### config.mk
export PLATFORM = sky130hd
export DESIGN_NAME = thermostat_hysteresis_fan_controller
export DESIGN_NICKNAME = d
export VERILOG_FILES = /design/src/hw/rtl/thf_pkg.sv /design/src/hw/rtl/thermostat_hysteresis_fan_controller.sv
export SDC_FILE = /design/constraint.sdc
export NUM_CORES = 1
export LEC_CHECK = 0
export BUFFER_PORTS_ARGS = -buffer_cell sky130_fd_sc_hd__buf_2
export CORE_MARGIN = 2
export CORE_UTILIZATION = 60
export CTS_CLUSTER_SIZE = 20
export DETAILED_ROUTE_END_ITERATION = 10
export PLACE_DENSITY = 0.8
export SETUP_SLACK_MARGIN = 0.02
export SLEW_MARGIN = 30
export SYNTH_ARGS = -nofsm -noshare
export SYNTH_HDL_FRONTEND = slang
export SYNTH_SLANG_ARGS = --single-unit
### constraint.sdc
create_clock -name clock -period 13.5 [get_ports clock]
set_clock_uncertainty 0.2 [all_clocks]
set_input_delay 2.025 -clock clock [delete_from_list [all_inputs] [get_ports clock]]
set_output_delay 2.025 -clock clock [all_outputs]
set_load 0.05 [all_outputs]
### src/hw/rtl/thf_pkg.sv
package thf_pkg;

   localparam int TempWidth  = 16;
   localparam int SwingWidth = 15;
   localparam int TimeWidth  = 32;
   localparam int DelayWidth = 16;
   localparam int CsrIdxWidth  = 3;
   localparam int CsrDataWidth = 16;

   // Limits are computed one bit wider than target plus swing can reach.
   localparam int LimitWidth = TempWidth + 2;

   localparam logic [1:0] MODE_OFF  = 2'd0;
   localparam logic [1:0] MODE_HEAT = 2'd1;
   localparam logic [1:0] MODE_COOL = 2'd2;

   localparam logic [CsrIdxWidth-1:0] REG_MODE_REQUEST = 3'd0;
   localparam logic [CsrIdxWidth-1:0] REG_TARGET_TEMP  = 3'd1;
   localparam logic [CsrIdxWidth-1:0] REG_SWING        = 3'd2;
   localparam logic [CsrIdxWidth-1:0] REG_FORCE_FAN    = 3'd3;
   localparam logic [CsrIdxWidth-1:0] REG_MIN_TEMP     = 3'd4;
   localparam logic [CsrIdxWidth-1:0] REG_FAN_DELAY_MS = 3'd5;

   localparam logic [DelayWidth-1:0] FAN_DELAY_RESET = 16'd30000;

   typedef struct packed {
      logic            drive_enable;
      logic            select_cool;
      logic            fan_on;
      logic            fan_forced_ind;
      logic            fan_auto_ind;
      logic            heat_req_ind;
      logic            cool_req_ind;
      logic            led_off;
      logic [1:0]      active_mode;
      logic            report_changed;
   } result_type;

endpackage

### src/hw/rtl/thermostat_hysteresis_fan_controller.sv
// Thermostat with hysteresis and a delayed fan.
// Input channel (req_): one beat carries a signed temperature sample and a
// wrapping millisecond timestamp. Result channel (rsp_): one beat per input
// beat with the equipment enable, heat/cool select, fan drive, indicator bits,
// the active mode and a change pulse for status publishing.
// Configuration (csr_): index and data, always ready; write only while idle.
// Indexes: 0 mode request, 1 target, 2 swing, 3 force fan, 4 min temp,
// 5 fan delay in ms. Other indexes are ignored.
// An accepted beat is registered in the input stage, and its result is
// loaded into the output register once that register is empty or being
// taken. Throughput is one beat per cycle while the receiver does not stall;
// the single decision stage updates mode, fan and delay state as each beat
// moves from the input register into the output register.
// When the receiver stalls, the output register holds its beat and the input
// stage holds one more; req_stall rises only once both are full.
// Reset clears both stages, the state (mode off, fan off, delay end zero) and
// the registers (all zero, fan delay 30000 ms).
module thermostat_hysteresis_fan_controller
   import thf_pkg::*;
(
   input  logic                          clock,
   input  logic                          reset,
   input  logic                          req_valid,
   output logic                          req_stall,
   input  logic signed [TempWidth-1:0]   req_temperature,
   input  logic        [TimeWidth-1:0]   req_now_ms,
   output logic                          rsp_valid,
   input  logic                          rsp_stall,
   output logic                          rsp_drive_enable,
   output logic                          rsp_select_cool,
   output logic                          rsp_fan_on,
   output logic                          rsp_fan_forced_ind,
   output logic                          rsp_fan_auto_ind,
   output logic                          rsp_heat_req_ind,
   output logic                          rsp_cool_req_ind,
   output logic                          rsp_led_off,
   output logic [1:0]                    rsp_active_mode,
   output logic                          rsp_report_changed,
   input  logic                          csr_valid,
   output logic                          csr_ready,
   input  logic [CsrIdxWidth-1:0]        csr_index,
   input  logic [CsrDataWidth-1:0]       csr_data
);

   // Configuration registers.
   logic [1:0]                  mode_request_ff;
   logic signed [TempWidth-1:0] target_temp_ff;
   logic [SwingWidth-1:0]       swing_ff;
   logic                        force_fan_ff;
   logic signed [TempWidth-1:0] min_temp_ff;
   logic [DelayWidth-1:0]       fan_delay_ms_ff;

   // Controller state.
   logic [1:0]           output_mode_ff, output_mode_in;
   logic                 fan_running_ff, fan_running_in;
   logic [TimeWidth-1:0] fan_delay_end_ff, fan_delay_end_in;

   // Input stage.
   logic                        in_valid_ff;
   logic signed [TempWidth-1:0] in_temp_ff;
   logic [TimeWidth-1:0]        in_now_ff;

   // Output stage.
   logic       out_valid_ff;
   result_type out_ff, out_in;

   logic advance;

   assign csr_ready = 1'b1;
   assign advance   = in_valid_ff && (!out_valid_ff || !rsp_stall);
   assign req_stall = in_valid_ff && out_valid_ff && rsp_stall;

   always_ff @(posedge clock) begin
      if (reset) begin
         mode_request_ff <= MODE_OFF;
         target_temp_ff  <= '0;
         swing_ff        <= '0;
         force_fan_ff    <= 1'b0;
         min_temp_ff     <= '0;
         fan_delay_ms_ff <= FAN_DELAY_RESET;
      end else if (csr_valid && csr_ready) begin
         case (csr_index)
            REG_MODE_REQUEST: mode_request_ff <= csr_data[1:0];
            REG_TARGET_TEMP:  target_temp_ff  <= csr_data;
            REG_SWING:        swing_ff        <= csr_data[SwingWidth-1:0];
            REG_FORCE_FAN:    force_fan_ff    <= csr_data[0];
            REG_MIN_TEMP:     min_temp_ff     <= csr_data;
            REG_FAN_DELAY_MS: fan_delay_ms_ff <= csr_data;
            default: ;
         endcase
      end
   end

   // Mode decision, fan delay and fan table for the beat in the input stage.
   always_comb begin
      logic signed [LimitWidth-1:0] temp_x;
      logic signed [LimitWidth-1:0] lo;
      logic signed [LimitWidth-1:0] hi;
      logic                         below_lo;
      logic                         below_hi;
      logic                         en;
      logic                         sel;
      logic                         equip_on;
      logic                         delay_done;
      logic [TimeWidth-1:0]         since_end;

      temp_x   = LimitWidth'(in_temp_ff);
      lo       = LimitWidth'(target_temp_ff) - $signed({3'b000, swing_ff});
      hi       = LimitWidth'(target_temp_ff) + $signed({3'b000, swing_ff});
      below_lo = temp_x < lo;
      below_hi = temp_x < hi;
      en       = 1'b0;
      sel      = 1'b0;
      output_mode_in = output_mode_ff;

      if (in_temp_ff < min_temp_ff) begin
         output_mode_in = MODE_HEAT;
         en = 1'b1;
      end else begin
         case (mode_request_ff)
            MODE_HEAT: begin
               if (below_lo || (below_hi && output_mode_ff == MODE_HEAT)) begin
                  output_mode_in = MODE_HEAT;
                  en = 1'b1;
               end else begin
                  output_mode_in = MODE_OFF;
               end
            end
            MODE_COOL: begin
               if (!below_hi || (!below_lo && output_mode_ff == MODE_COOL)) begin
                  output_mode_in = MODE_COOL;
                  en  = 1'b1;
                  sel = 1'b1;
               end else begin
                  output_mode_in = MODE_OFF;
               end
            end
            MODE_OFF: output_mode_in = MODE_OFF;
            default: ;  // reserved request keeps the present mode
         endcase
      end

      // Any switch into heat or cool rearms the delay.
      if (output_mode_in != output_mode_ff && output_mode_in != MODE_OFF) begin
         fan_delay_end_in = in_now_ff + TimeWidth'(fan_delay_ms_ff);
      end else begin
         fan_delay_end_in = fan_delay_end_ff;
      end

      equip_on   = output_mode_in != MODE_OFF;
      since_end  = in_now_ff - fan_delay_end_in;
      delay_done = !since_end[TimeWidth-1];

      // A stopped fan waits for the delay whenever the equipment is running, forced
      // or not; otherwise the fan runs whenever equipment or force asks.
      if (fan_running_ff || delay_done) begin
         fan_running_in = equip_on || force_fan_ff;
      end else begin
         fan_running_in = force_fan_ff && !equip_on;
      end

      out_in.drive_enable   = en;
      out_in.select_cool    = sel;
      out_in.fan_on         = fan_running_in;
      out_in.fan_forced_ind = force_fan_ff;
      out_in.fan_auto_ind   = !force_fan_ff;
      out_in.heat_req_ind   = mode_request_ff == MODE_HEAT;
      out_in.cool_req_ind   = mode_request_ff == MODE_COOL;
      out_in.led_off        = mode_request_ff == MODE_OFF;
      out_in.active_mode    = output_mode_in;
      out_in.report_changed = (output_mode_in != output_mode_ff) ||
                              (fan_running_in != fan_running_ff);
   end

   always_ff @(posedge clock) begin
      if (reset) begin
         in_valid_ff      <= 1'b0;
         out_valid_ff     <= 1'b0;
         output_mode_ff   <= MODE_OFF;
         fan_running_ff   <= 1'b0;
         fan_delay_end_ff <= '0;
      end else begin
         if (req_valid && !req_stall) begin
            in_valid_ff <= 1'b1;
         end else if (advance) begin
            in_valid_ff <= 1'b0;
         end
         if (advance) begin
            out_valid_ff     <= 1'b1;
            output_mode_ff   <= output_mode_in;
            fan_running_ff   <= fan_running_in;
            fan_delay_end_ff <= fan_delay_end_in;
         end else if (!rsp_stall) begin
            out_valid_ff <= 1'b0;
         end
      end
   end

   always_ff @(posedge clock) begin
      if (req_valid && !req_stall) begin
         in_temp_ff <= req_temperature;
         in_now_ff  <= req_now_ms;
      end
      if (advance) begin
         out_ff <= out_in;
      end
   end

   assign rsp_valid          = out_valid_ff;
   assign rsp_drive_enable   = out_ff.drive_enable;
   assign rsp_select_cool    = out_ff.select_cool;
   assign rsp_fan_on         = out_ff.fan_on;
   assign rsp_fan_forced_ind = out_ff.fan_forced_ind;
   assign rsp_fan_auto_ind   = out_ff.fan_auto_ind;
   assign rsp_heat_req_ind   = out_ff.heat_req_ind;
   assign rsp_cool_req_ind   = out_ff.cool_req_ind;
   assign rsp_led_off        = out_ff.led_off;
   assign rsp_active_mode    = out_ff.active_mode;
   assign rsp_report_changed = out_ff.report_changed;

`ifndef NO_ASSERTIONS
   // A beat can only be refused when both stages are full.
   a_stall_full: assert property (@(posedge clock) disable iff (reset)
      req_stall |-> (in_valid_ff && out_valid_ff))
      else $error("input stalled with a free stage");

   a_mode_legal: assert property (@(posedge clock) disable iff (reset)
      rsp_valid |-> (rsp_active_mode != 2'd3))
      else $error("reserved active mode reported");

   a_drive_mode: assert property (@(posedge clock) disable iff (reset)
      (rsp_valid && rsp_drive_enable) |->
         (rsp_active_mode == (rsp_select_cool ? MODE_COOL : MODE_HEAT)))
      else $error("drive enable disagrees with active mode");

   a_fan_idle: assert property (@(posedge clock) disable iff (reset)
      (rsp_valid && rsp_active_mode == MODE_OFF && !rsp_fan_forced_ind) |-> !rsp_fan_on)
      else $error("fan running with equipment off and no force");

   a_state_moves: assert property (@(posedge clock) disable iff (reset)
      !advance |=> $stable(output_mode_ff) && $stable(fan_delay_end_ff))
      else $error("state changed without a beat");
`endif

endmodule
* After elaboration in Yosys (flattened, before gate mapping)
Index checks and enable logic that the tools add are counted.
Storage, ports and cells: logic and storage cells 89, output and inout bits 14, register bits after elaboration 162, input port bits 72
Operators by class: $add $sub $neg 4, mux-type cells 13, bitwise gates (word level) 1, reductions and logical operators 33, magnitude comparators 3, equality and inequality tests 12
Operators by type and width (count):
- $lt 16x17->1 | 2
- $add 32x16->32 | 1
- $mux 32 | 1
- $sub 32x32->32 | 1
- $add 16x16->17 | 1
- $sub 16x16->17 | 1
- $lt 16x16->1 | 1
- $reduce_and 2->1 | 6
- $logic_and 1x1->1 | 8
- $logic_not 1->1 | 8
- $mux 1 | 8
- $eq 3x2->1 const B | 2
- $eq 3x3->1 const B | 2
- $logic_or 1x1->1 | 6
- $pmux 2 s3 | 1
- $eq 2x1->1 const B | 2
- $eq 2x2->1 const B | 2
- $mux 2 | 2
- $reduce_bool 2->1 | 2
- $eq 3x1->1 const B | 1
- $logic_not 3->1 | 1
- $logic_not 2->1 | 1
- $ne 2x1->1 const B | 1
- $ne 2x2->1 | 1
- other kinds (4) | 4

* Logic depth before layout (Yosys ltp)
Gate-level depths: netlist of the first run.
word-level depth 17, mapped depth 38, mapped depth without buffers 36

* Worst setup path before layout of the first run
OpenSTA, ideal clock, no wires.
kind flip-flop to flip-flop, start point reg target_temp_ff[0], end point reg out_ff (netlist bit rsp_fan_on) (data pin), path slack 6.192 ns, path buffers 2, stages on the path, launching flop included 37, period minus slack after synthesis 7.308 ns, setup time 0.262 ns, data arrival time 6.845 ns, required time 13.038 ns, cells stage by stage dfxtp_1 > ha_1 > inv_1 > fa_1 > o21bai_1 > a21oi_1 > o21ai_0 > a21oi_1 > o21bai_1 > a21oi_1 > o31ai_1 > o41ai_1 > o21bai_1 > a21oi_1 > xnor2_1 > ha_1 > a21o_1 > a2111oi_2 > nor3_1 > a31oi_2 > a2111o_1 > o21ai_1 > nor4_4 > buf_2 > buf_4 > mux2i_1 > ha_1 > a21o_1 > a211oi_1 > o21ai_0 > a2111oi_0 > nor2_1 > nor3_1 > o311a_1 > a21oi_2 > xor2_1 > a21oi_1
Between the ends: cells in the longest elaborated chain, start to end 15, elaborated cells between the ends (all ways) 25, those cells by class add/sub (3); order compare (2); eq/ne (1); mux (6); reduce/logical (13)
RTL lines:
- start: declaration | RTL line thermostat_hysteresis_fan_controller.sv:47 | logic signed [TempWidth-1:0] target_temp_ff;
- start signal: assignment | RTL line thermostat_hysteresis_fan_controller.sv:84 | REG_TARGET_TEMP: target_temp_ff <= csr_data;
- $sub 16x16->17 | RTL line thermostat_hysteresis_fan_controller.sv:108 | lo = LimitWidth'(target_temp_ff) - $signed({3'b000, swing_ff});
- $lt 16x17->1 | RTL line thermostat_hysteresis_fan_controller.sv:110 | below_lo = temp_x < lo;
- $logic_not 1->1 | RTL line thermostat_hysteresis_fan_controller.sv:130 | if (!below_hi || (!below_lo && output_mode_ff == MODE_COOL)) begin
- $logic_and 1x1->1 | RTL line thermostat_hysteresis_fan_controller.sv:130
- $logic_or 1x1->1 | RTL line thermostat_hysteresis_fan_controller.sv:130
- $mux 2 | RTL line thermostat_hysteresis_fan_controller.sv:130
- $pmux 2 s3 (*) | RTL line thermostat_hysteresis_fan_controller.sv:120 | case (mode_request_ff)
- $mux 2 (*) | RTL line thermostat_hysteresis_fan_controller.sv:116 | if (in_temp_ff < min_temp_ff) begin
- $ne 2x2->1 or $reduce_bool 2->1 (tied branches) | RTL line thermostat_hysteresis_fan_controller.sv:144, thermostat_hysteresis_fan_controller.sv:150
- $logic_and 1x1->1 | RTL line thermostat_hysteresis_fan_controller.sv:144 | if (output_mode_in != output_mode_ff && output_mode_in != MODE_OFF) begin
- $mux 32 | RTL line thermostat_hysteresis_fan_controller.sv:144
- $sub 32x32->32 | RTL line thermostat_hysteresis_fan_controller.sv:151 | since_end = in_now_ff - fan_delay_end_in;
- $logic_not 1->1 | RTL line thermostat_hysteresis_fan_controller.sv:152 | delay_done = !since_end[TimeWidth-1];
- $logic_or 1x1->1 | RTL line thermostat_hysteresis_fan_controller.sv:156 | if (fan_running_ff || delay_done) begin
- $mux 1 (*) | RTL line thermostat_hysteresis_fan_controller.sv:156
- via fan_running_in | RTL line thermostat_hysteresis_fan_controller.sv:55 | logic fan_running_ff, fan_running_in;
- end signal: assignment | RTL line thermostat_hysteresis_fan_controller.sv:205 | out_ff <= out_in;
- end: declaration | RTL line thermostat_hysteresis_fan_controller.sv:65 | result_type out_ff, out_in;
Mark *: on every way through the listed nets, which the timed path passes. The rest lies on a longest branch. A chain may end at the register's enable or synchronous reset.

* Worst setup path in the final report of the first run
start point reg swing_ff[1], end point reg out_ff (netlist bit rsp_fan_on) (data pin)
Between the ends: cells in the longest elaborated chain, start to end 15, elaborated cells between the ends (all ways) 25, those cells by class add/sub (3); order compare (2); eq/ne (1); mux (6); reduce/logical (13)
RTL lines:
- start: declaration | RTL line thermostat_hysteresis_fan_controller.sv:48 | logic [SwingWidth-1:0] swing_ff;
- start signal: assignment | RTL line thermostat_hysteresis_fan_controller.sv:85 | REG_SWING: swing_ff <= csr_data[SwingWidth-1:0];
- $sub 16x16->17 | RTL line thermostat_hysteresis_fan_controller.sv:108
- $lt 16x17->1 | RTL line thermostat_hysteresis_fan_controller.sv:110
- $logic_not 1->1 | RTL line thermostat_hysteresis_fan_controller.sv:130
- $logic_and 1x1->1 | RTL line thermostat_hysteresis_fan_controller.sv:130
- $logic_or 1x1->1 | RTL line thermostat_hysteresis_fan_controller.sv:130
- $mux 2 | RTL line thermostat_hysteresis_fan_controller.sv:130
- $pmux 2 s3 (*) | RTL line thermostat_hysteresis_fan_controller.sv:120
- $mux 2 (*) | RTL line thermostat_hysteresis_fan_controller.sv:116
- $ne 2x2->1 or $reduce_bool 2->1 (tied branches) | RTL line thermostat_hysteresis_fan_controller.sv:144, thermostat_hysteresis_fan_controller.sv:150
- $logic_and 1x1->1 | RTL line thermostat_hysteresis_fan_controller.sv:144
- $mux 32 | RTL line thermostat_hysteresis_fan_controller.sv:144
- $sub 32x32->32 | RTL line thermostat_hysteresis_fan_controller.sv:151
- $logic_not 1->1 | RTL line thermostat_hysteresis_fan_controller.sv:152
- $logic_or 1x1->1 | RTL line thermostat_hysteresis_fan_controller.sv:156
- $mux 1 (*) | RTL line thermostat_hysteresis_fan_controller.sv:156
- via fan_running_in | RTL line thermostat_hysteresis_fan_controller.sv:55
Marks and branches as above.

==> metrics.yaml, run 1 <==
sta:
  fin_crit_ns: 8.33
  final-hold-violation-count: 0
  setup_violations: 0
  slew_headroom_pct: 37.2
  fmax_ghz: 0.120
  slew_violations: 0
  rsz0062_at_grt: "no"
  whs_ns: 0.255
  finalCritPeriodShare_pct: 61.7
  worstMarginPinSlew_ns: 0.939
  timing.setup.tns_ns: 0
worst_setup_path:
  critPathArrivalTime_ns: 8.31
  cp_common_cell: "a21oi_1"
  critPathTopFamily: "compound AO/OA/AOI/OAI gates"
  cp_slowest_stage_delay_ns: 0.60
  start_kind: "flip-flop"
  cp_num_buf_inv: 2
  required_ns: 13.48
  slowest_stage: "o41ai_1"
  critPathCaptureType: "flip-flop"
  critPathMaxFanout: 42
  crit_type: "flip-flop to flip-flop"
  r2r_slack_ns: 5.17
layout:
  final_common_cell: "nand2_1"
  multi_input_area_um2: 5940
  regArea_um2: 3830
  diodes: 0
  drive_gt1_share_pct: 12.2
  nNetsFinal: 1418
  area_growth_pct: 11.6
  fill_cells: 1304
  layout_common_cells: "nand2_1 (183), a21oi_1 (130), ha_1 (127)"
clocking:
  clk_pin_slew_ns: 0.07
  cts_setup_buffers: 0
  htreeDepth: 4
  cts_tree: "built"
  cts_root_buffer: "clkbuf_16"
  hold_buffers: 0
  clockBufferDepth: 2
  clock-sinks: 162
  cts_resized: 0
  clk_latency_ns: 0.44
  numCtsBuffers: 17
yosys:
  yosysWarningCount: 0
  muxShareOfSynthArea_pct: 2.58
  syn-instance-count: 1146
  synthAdderAreaFrac_pct: 16.2
  ys_seq_elements: 162
  synth_seq_area_share_pct: 37.6
  synth-edff-count: 59
  synth.distinct_cells: 71
  syn_area_um2: 10200
  synth-xor-area-share_pct: 5.07
  synthArstFlopShare_pct: 0
  syn_area_per_cell_um2: 8.89
  synth_flop_cell: "dfxtp_1"
  synth_top_family_by_area: "simple AND/OR/NAND/NOR gates"
  synth-simple-area-share_pct: 18.0
  synth_compound_area_share_pct: 16.3
  synthesis.nets: 1348
pwr:
  power.internal_mw: 0.931
  switching_share_pct: 29.1
  p_leak_nw: 4.68
  seq_power_share_pct: 41.7
  peakVddDrop_mv: 0.0994
  powerDensity_nw_per_um2: 115
  combPwrFrac_pct: 19.5
  clkPwrFrac_pct: 38.8
  switching_power_mw: 0.382
grt:
  grt_pass1_vias: 7804
  grt_pass1_wl_mm: 37.9
  grt_max_degree: 104
  overflow: 0
  antenna_found_initial: 0
  track_usage_pct: 26.4
detailed_routing:
  drc: 0
  drtIter0Drc: 606
  vias: 8262
  ant_nets: 0
  vias_per_cell: 5.70
  drt-total-wl_mm: 23.7
  drtPass1Iterations: 5
  routedWlPerCell_um: 16.4
floorplanning:
  core_area_um2: 16600
  die_w_um: 134
  start_util_pct: 61.5
  io_pins: 86
  die_height_um: 134
  dieArea_um2: 18000
  std_cell_rows: 47
flow_run:
  maxCapViolations: 0
placement:
  dp_hpwl_mm: 17.1
  io_buffers: 84
  place_congestion: 0.917
worst_hold_path:
  hold_path.class: "flip-flop to flip-flop"
run_status:
  status: "finished, final reports clean"
cells in the mapped netlist (3+ instances only):
cell type / instances / share of area (%)
a2111o_1: 3 / 0.33
a211o_1: 3 / 0.26
a211oi_1: 18 / 1.3
a21o_1: 14 / 1.0
a21oi_1: 130 / 6.4
a31oi_1: 3 / 0.18
and3_1: 3 / 0.18
and4_1: 5 / 0.43
buf_2: 5 / 0.25
buf_4: 3 / 0.22
clkbuf_1: 27 / 0.99
dfxtp_1: 103 / 20
edfxtp_1: 59 / 17
fa_1: 3 / 0.59
ha_1: 127 / 16
inv_1: 66 / 2.4
mux2i_1: 24 / 2.4
nand2_1: 183 / 6.7
nand2b_1: 12 / 0.74
nand3_1: 16 / 0.79
nand3b_1: 10 / 0.74
nand4_1: 12 / 0.74
nor2_1: 96 / 3.5
nor2b_1: 12 / 0.74
nor3_1: 23 / 1.1
nor3b_1: 4 / 0.29
o2111ai_1: 4 / 0.34
o211ai_1: 5 / 0.37
o21a_1: 12 / 0.88
o21ai_0: 31 / 1.5
o21ai_1: 4 / 0.20
o21bai_1: 15 / 1.1
o31ai_1: 3 / 0.22
o41ai_1: 4 / 0.34
or2_2: 4 / 0.25
xnor2_1: 37 / 3.2
xor2_1: 22 / 1.9
final cells by class:
cell class / instances / share of cell area (%)
Clock inverter: 10 / 0.934
Multi-Input combinational cell: 880 / 52.2
Inverter: 66 / 2.18
Timing Repair Buffer: 89 / 4.06
Tap cell: 220 / 2.42
Sequential cell: 162 / 33.7
Clock buffer: 22 / 4.54
power by group through the flow:
stage                     registers (mW)  clock network, mW  logic [mW]
after global placement             0.557                  0       0.244
after floorplan                    0.558                  0       0.185
final                              0.547              0.509       0.256
after detailed placement           0.557                  0       0.251
after CTS                          0.547              0.513       0.255
after global routing               0.549              0.531       0.286
routing by layer:
layer	global-route usage, %	part of all wire [%]	up-vias
met5	0	0	-
met4	9.12	2.1	0
li1	-	-	4161
met1	33.4	44	3858
met2	45.9	49	210
met3	4.31	4.2	33
per-stage QoR:
stage               instance area [µm²]  utilization, %  instances  setup slack (ns)  power, mW
finish                            11400            68.6       1449              5.17       1.31
global route                      11400            68.6       1449              4.35       1.37
CTS                               11400            68.6       1449              5.22       1.31
detailed placement                10800            64.9       1417              5.35      0.808
global placement                  10700            64.8       1417              5.53      0.800
floorplan                         10200               -       1146              6.19      0.743
cells by family (layout without fill, tap and decap cells):
group / Yosys count / in the layout
flops: 162 / 162
xor+xnor: 59 / 59
buf+inv: 104 / 187
fa+ha+maj: 130 / 130
mux: 25 / 25
simple gates: 398 / 398
compound gates: 267 / 267
other cells: 1 / 1
worst min-delay path: cells and delay by family (launching register included):
kind | cells | cell delay [ns]
AND/OR/NAND/NOR | 1 | 0.05
flip-flops | 1 | 0.31
AO/OA/AOI/OAI | 1 | 0.05
path summary, 6_finish.rpt:
path	end	cells after the start	from
hold reg to reg	fan_delay_end_ff[23]	2	fan_delay_end_ff[23]
hold / removal	fan_delay_end_ff[23]	2	fan_delay_end_ff[23]
setup / recovery	rsp_fan_on	36	swing_ff[1]
setup reg to reg	rsp_fan_on	36	swing_ff[1]
flip-flops by register name, summed over array words and instances (netlist names), 2 cells and up:
register and cells:
fan_delay_ms_ff 16, min_temp_ff 16, in_now_ff 32, output_mode_ff 2, swing_ff 15, fan_delay_end_ff 32, in_temp_ff 16, mode_request_ff 2
target_temp_ff 16, rsp_active_mode 2
No activity file was read; power rests on OpenSTA's default activity.
==> inputs of run 2 (changes only) <==
CORE_UTILIZATION = 55   (was 60)
PLACE_DENSITY = 0.77   (was 0.8)
clock period = 7 ns   (was 13.5 ns; I/O delays follow)
==> run 2 against run 1 <==
Effect of this change:
- the run now ends with setup timing left
- sequential power up 94%
- critical endpoint is now rsp_report_changed
- largest power group unchanged
- fmax up 16%
- via count up 6.3%
- routed wire length up 8.4%
- power up 100%
==> metrics.yaml, run 2 (synthesis gave the netlist of run 1 again) <==
run_status:
  status: "finished, violations left"
  violations: "setup timing"
sta:
  fin_crit_ns: 7.19
  fmax_ghz: 0.139
  slew_violations: 0
  timing.setup.tns_ns: -0.434
  worstMarginPinSlew_ns: 0.843
  rsz0062_at_grt: "yes"
  setup_violations: 3
  finalCritPeriodShare_pct: 103
  final-hold-violation-count: 0
  setup_slack_ns: -0.192
  slew_headroom_pct: 43.7
detailed_routing:
  vias_per_cell: 5.63
  drtIter0Drc: 537
  ant_nets: 0
  drt-total-wl_mm: 25.7
  drc: 0
  drtPass1Iterations: 6
  routedWlPerCell_um: 16.5
  vias: 8785
floorplanning:
  std_cell_rows: 49
  dieArea_um2: 19600
  die_w_um: 140
  start_util_pct: 56.4
  die_height_um: 140
  io_pins: 86
  core_area_um2: 18100
clocking:
  cts_tree: "built"
  clk_pin_slew_ns: 0.07
  clk_latency_ns: 0.43
  clockBufferDepth: 2
  cts_root_buffer: "clkbuf_16"
  htreeDepth: 4
  numCtsBuffers: 17
  hold_buffers: 0
  clock-sinks: 162
placement:
  place_congestion: 0.918
  dp.cells: 1503
  dp_hpwl_mm: 18.6
  io_buffers: 84
layout:
  diodes: 0
  layout_common_cells: "nand2_1 (182), ha_1 (126), a21oi_1 (123)"
  nNetsFinal: 1520
  area_growth_pct: 21.9
  final_cells: 1560
  final_common_cell: "nand2_1"
  reg.largest.list: "fan_delay_end_ff x32, in_now_ff x32"
  drive_gt1_share_pct: 21.6
  final_core_util_pct: 68.7
pwr:
  peakVddDrop_mv: 0.180
  p_total_mw: 2.64
  powerDensity_nw_per_um2: 212
  p_leak_nw: 5.22
worst_setup_path:
  critPathMaxFanout: 9
  slowest_stage: "fa_2"
  cp_common_cell: "a21oi_2"
  critPathCaptureType: "flip-flop"
  required_ns: 6.98
  critPathArrivalTime_ns: 7.18
  start_kind: "flip-flop"
  crit_type: "flip-flop to flip-flop"
  cp_slowest_stage_delay_ns: 0.36
grt:
  grt_pass1_vias: 8521
  overflow: 0
  antenna_found_initial: 0
  grt_pass1_wl_mm: 41.6
  track_usage_pct: 26.5
  grt_max_degree: 104
worst_hold_path:
  hold_path.class: "flip-flop to flip-flop"
flow_run:
  maxCapViolations: 0
## run 2: changes by cell type in the layout (fill, tap and decap cells not counted), sizes merged
cell / before / now
clkinv: 2 / 3
clkinvlp: 0 / 2
inv: 73 / 71
clkbuf: 22 / 19
buf: 89 / 191
bufinv: 1 / 3
## run 2: power breakdown
| part | internal [mW] | total, mW | switching [mW] |
|---|---|---|---|
| registers | 1.02 | 1.06 | 0.0343 |
| clock network | 0.578 | 0.983 | 0.405 |
| logic | 0.271 | 0.599 | 0.328 |
## run 2: area by class of cell
cell class / instances / area, µm²
inverters: 66 / 248
flip-flops and latches: 162 / 3840
well taps: 229 / 287
fillers: 1391 / 5660
clock buffers: 19 / 443
repair buffers: 191 / 1290
multi-input cells: 880 / 6140
clock inverters: 13 / 173
## run 2: final timing paths
| kind | slack [ns] | cells after the start | to | start |
|---|---|---|---|---|
| setup / recovery | -0.19 | 40 | rsp_report_changed | swing_ff[0] |
| hold / removal | 0.25 | 2 | min_temp_ff[1] | min_temp_ff[1] |
| setup reg to reg | -0.19 | 40 | rsp_report_changed | swing_ff[0] |
| hold reg to reg | 0.25 | 2 | min_temp_ff[1] | min_temp_ff[1] |
## run 2: worst max-delay path: cells and delay by family, from the launching register on
kind                       cells  cell delay [ns]
AOI/OAI and AO/OA             15             2.58
muxes                          1             0.12
DFF                            1             0.34
xor gates and xnor gates       2             0.36
adders and majority gates      4             1.07
buffers and inverters          9             1.17
and+or+nand+nor                9             1.09
## run 2: repair_timing
action,in CTS,in global routing
setup endpoints to repair,3,4
resized for setup,31,25
setup buffers,19,12
pin swaps,31,43
cloned,0,0
## run 2: layer usage
layer  wire length [µm]  track usage (%)
met5                  0                0
met4               1140             14.4
met3               1110             4.68
met2              12400             44.4
met1              11000             32.6
## run 2: per-stage QoR
step           hold slack, ns  instance area, µm²  worst slack [ns]
5_1_grt                 0.276               12400            -0.582
3_3_place_gp            0.239               11400            -0.662
2_1_floorplan           0.232               10300            0.0213
6_report                0.253               12400            -0.192
3_5_place_dp            0.247               11400            -0.851
4_1_cts                 0.255               12300            -0.308
==> inputs of run 3 (changes only) <==
CELL_PAD_IN_SITES_DETAIL_PLACEMENT = 0   (was unset)
CELL_PAD_IN_SITES_GLOBAL_PLACEMENT = 2   (was unset)
CORE_UTILIZATION = 34   (was 55)
PLACE_DENSITY = unset   (was 0.77)
PLACE_DENSITY_LB_ADDON = 0.1   (was unset)
==> run 3 against run 2 <==
Effect of this change:
- the flow now finishes without violations
- worst hold slack better by 0.0035 ns
- flip-flop and latch count unchanged
- non-clock buffer count down 1
- core utilization down 26 points
- first-iteration DRC count down 44%
- power down 1.5%
- die area up 60%
- design area up 1.8%
- cell count up 10%
- clock-buffer cell count unchanged
- worst setup slack better by 0.27 ns
- routed wire length up 11%
==> metrics.yaml, run 3 (synthesis gave the netlist of run 1 again) <==
run_status:
  status: "finished, final reports clean"
clocking:
  cts_tree: "built"
  clk_latency_ns: 0.44
  clockBufferDepth: 2
  clk_pin_slew_ns: 0.08
  clock-sinks: 162
  htreeDepth: 4
  cts_root_buffer: "clkbuf_16"
  numCtsBuffers: 17
  hold_buffers: 0
worst_setup_path:
  start_kind: "flip-flop"
  required_ns: 7.00
  crit_start: "swing_ff[0]"
  cp_common_cell: "buf_4"
  worstReg2RegEnd: "rsp_fan_on"
  cp_slowest_stage_delay_ns: 0.37
  endpoint: "rsp_fan_on"
  crit_type: "flip-flop to flip-flop"
  critPathArrivalTime_ns: 6.92
  worstReg2RegStart: "swing_ff[0]"
  r2r_slack_ns: 0.08
  critPathMaxFanout: 4
  critPathCaptureType: "flip-flop"
  slowest_stage: "dfxtp_4"
  rr_worst_depth: 40
sta:
  slew_headroom_pct: 38.0
  final-hold-violation-count: 0
  slew_violations: 0
  fmax_ghz: 0.145
  fin_crit_ns: 6.92
  rsz0062_at_grt: "yes"
  finalCritPeriodShare_pct: 98.9
  worstMarginPinSlew_ns: 0.928
  setup_violations: 0
placement:
  io_buffers: 84
  dp.cells: 1660
  place_congestion: 0.802
  dp_hpwl_mm: 21.3
layout:
  nNetsFinal: 1519
  final_cells: 1721
  final_core_util_pct: 42.8
  layout_common_cells: "nand2_1 (181), ha_1 (125), a21oi_1 (118)"
  final_common_cell: "nand2_1"
  area_growth_pct: 24.1
  drive_gt1_share_pct: 22.8
  reg.largest.list: "fan_delay_end_ff x32, in_now_ff x32"
floorplanning:
  die_w_um: 177
  core_area_um2: 29600
  dieArea_um2: 31400
  io_pins: 86
  std_cell_rows: 63
  die_height_um: 177
  start_util_pct: 34.5
grt:
  overflow: 0
  antenna_found_initial: 1
  grt_pass1_wl_mm: 45.7
  track_usage_pct: 18.9
  grt_pass1_vias: 8327
  grt_max_degree: 67
worst_hold_path:
  hold_path_startpoint: "fan_delay_end_ff[19]"
  hold_path.class: "flip-flop to flip-flop"
detailed_routing:
  vias_per_cell: 4.86
  dr_wl_met2_mm: 13.8
  top_layer: "met4"
  drt-total-wl_mm: 28.4
  vias: 8356
  wl_met1_mm: 13.7
  routedWlPerCell_um: 16.5
  detailroute.wirelength.met3_um: 617
  ant_nets: 0
  drc: 0
  drtIter0Drc: 299
  drtPass1Iterations: 4
pwr:
  peakVddDrop_mv: 0.180
  p_leak_nw: 5.23
  powerDensity_nw_per_um2: 206
flow_run:
  maxCapViolations: 0
run 3: repair_timing:
item | 4_1_cts | 5_1_grt
setup buffers | 23 | 6
gates cloned | 1 | 0
hold endpoints to repair | 0 | 0
gates resized for setup | 37 | 29
setup endpoints to repair | 3 | 3
pin swaps | 35 | 17
run 3: final cells by class:
class                   instances  area (µm²)
multi-input cells             880        6210
clock inverters                13         108
repair buffers                190        1280
well taps                     390         488
clock buffers                  19         464
fillers                      3006       16900
flip-flops and latches        162        3840
inverters                      66         248
diodes                          1        2.50
run 3: worst min-delay path by stage:
stage | endpoint | depth (start not counted)
after global placement | min_temp_ff[4] | 2
after CTS | fan_delay_end_ff[27] | 2
after floorplan | fan_delay_end_ff[25] | 2
after detailed placement | fan_delay_end_ff[27] | 2
final | fan_delay_end_ff[19] | 2
after global routing | min_temp_ff[14] | 2
run 3: critical path, delay by kind of cell, from the launching register on:
kind | cells | cell delay, ns
AOI/OAI and AO/OA | 11 | 1.76
muxes | 1 | 0.19
DFF | 1 | 0.37
xor gates and xnor gates | 2 | 0.30
and+or+nand+nor | 7 | 0.93
buffers and inverters | 15 | 1.90
adders and majority gates | 4 | 1.04
run 3: per-layer routing:
layer / up-vias / track usage (%)
li1: 4379 / -
met1: 3875 / 24.6
met2: 84 / 32.6
met3: 18 / 2.92
met4: 0 / 5.17
met5: - / 0
run 3: through the flow:
stage	power (mW)	TNS, ns	cell area, µm²	worst slack (ns)	hold slack (ns)
2_1_floorplan	1.44	0	10300	0.0213	0.232
3_3_place_gp	1.65	-1.15	11600	-0.435	0.243
3_5_place_dp	1.65	-1.59	11600	-0.586	0.249
4_1_cts	2.63	-0.478	12500	-0.179	0.257
5_1_grt	2.75	-1.15	12600	-0.403	0.276
6_report	2.60	0	12600	0.0802	0.256
run 3: where the power goes:
group	switching, mW	total, mW	internal [mW]
registers	0.0354	1.06	1.02
clock network	0.437	0.933	0.496
logic	0.326	0.610	0.284
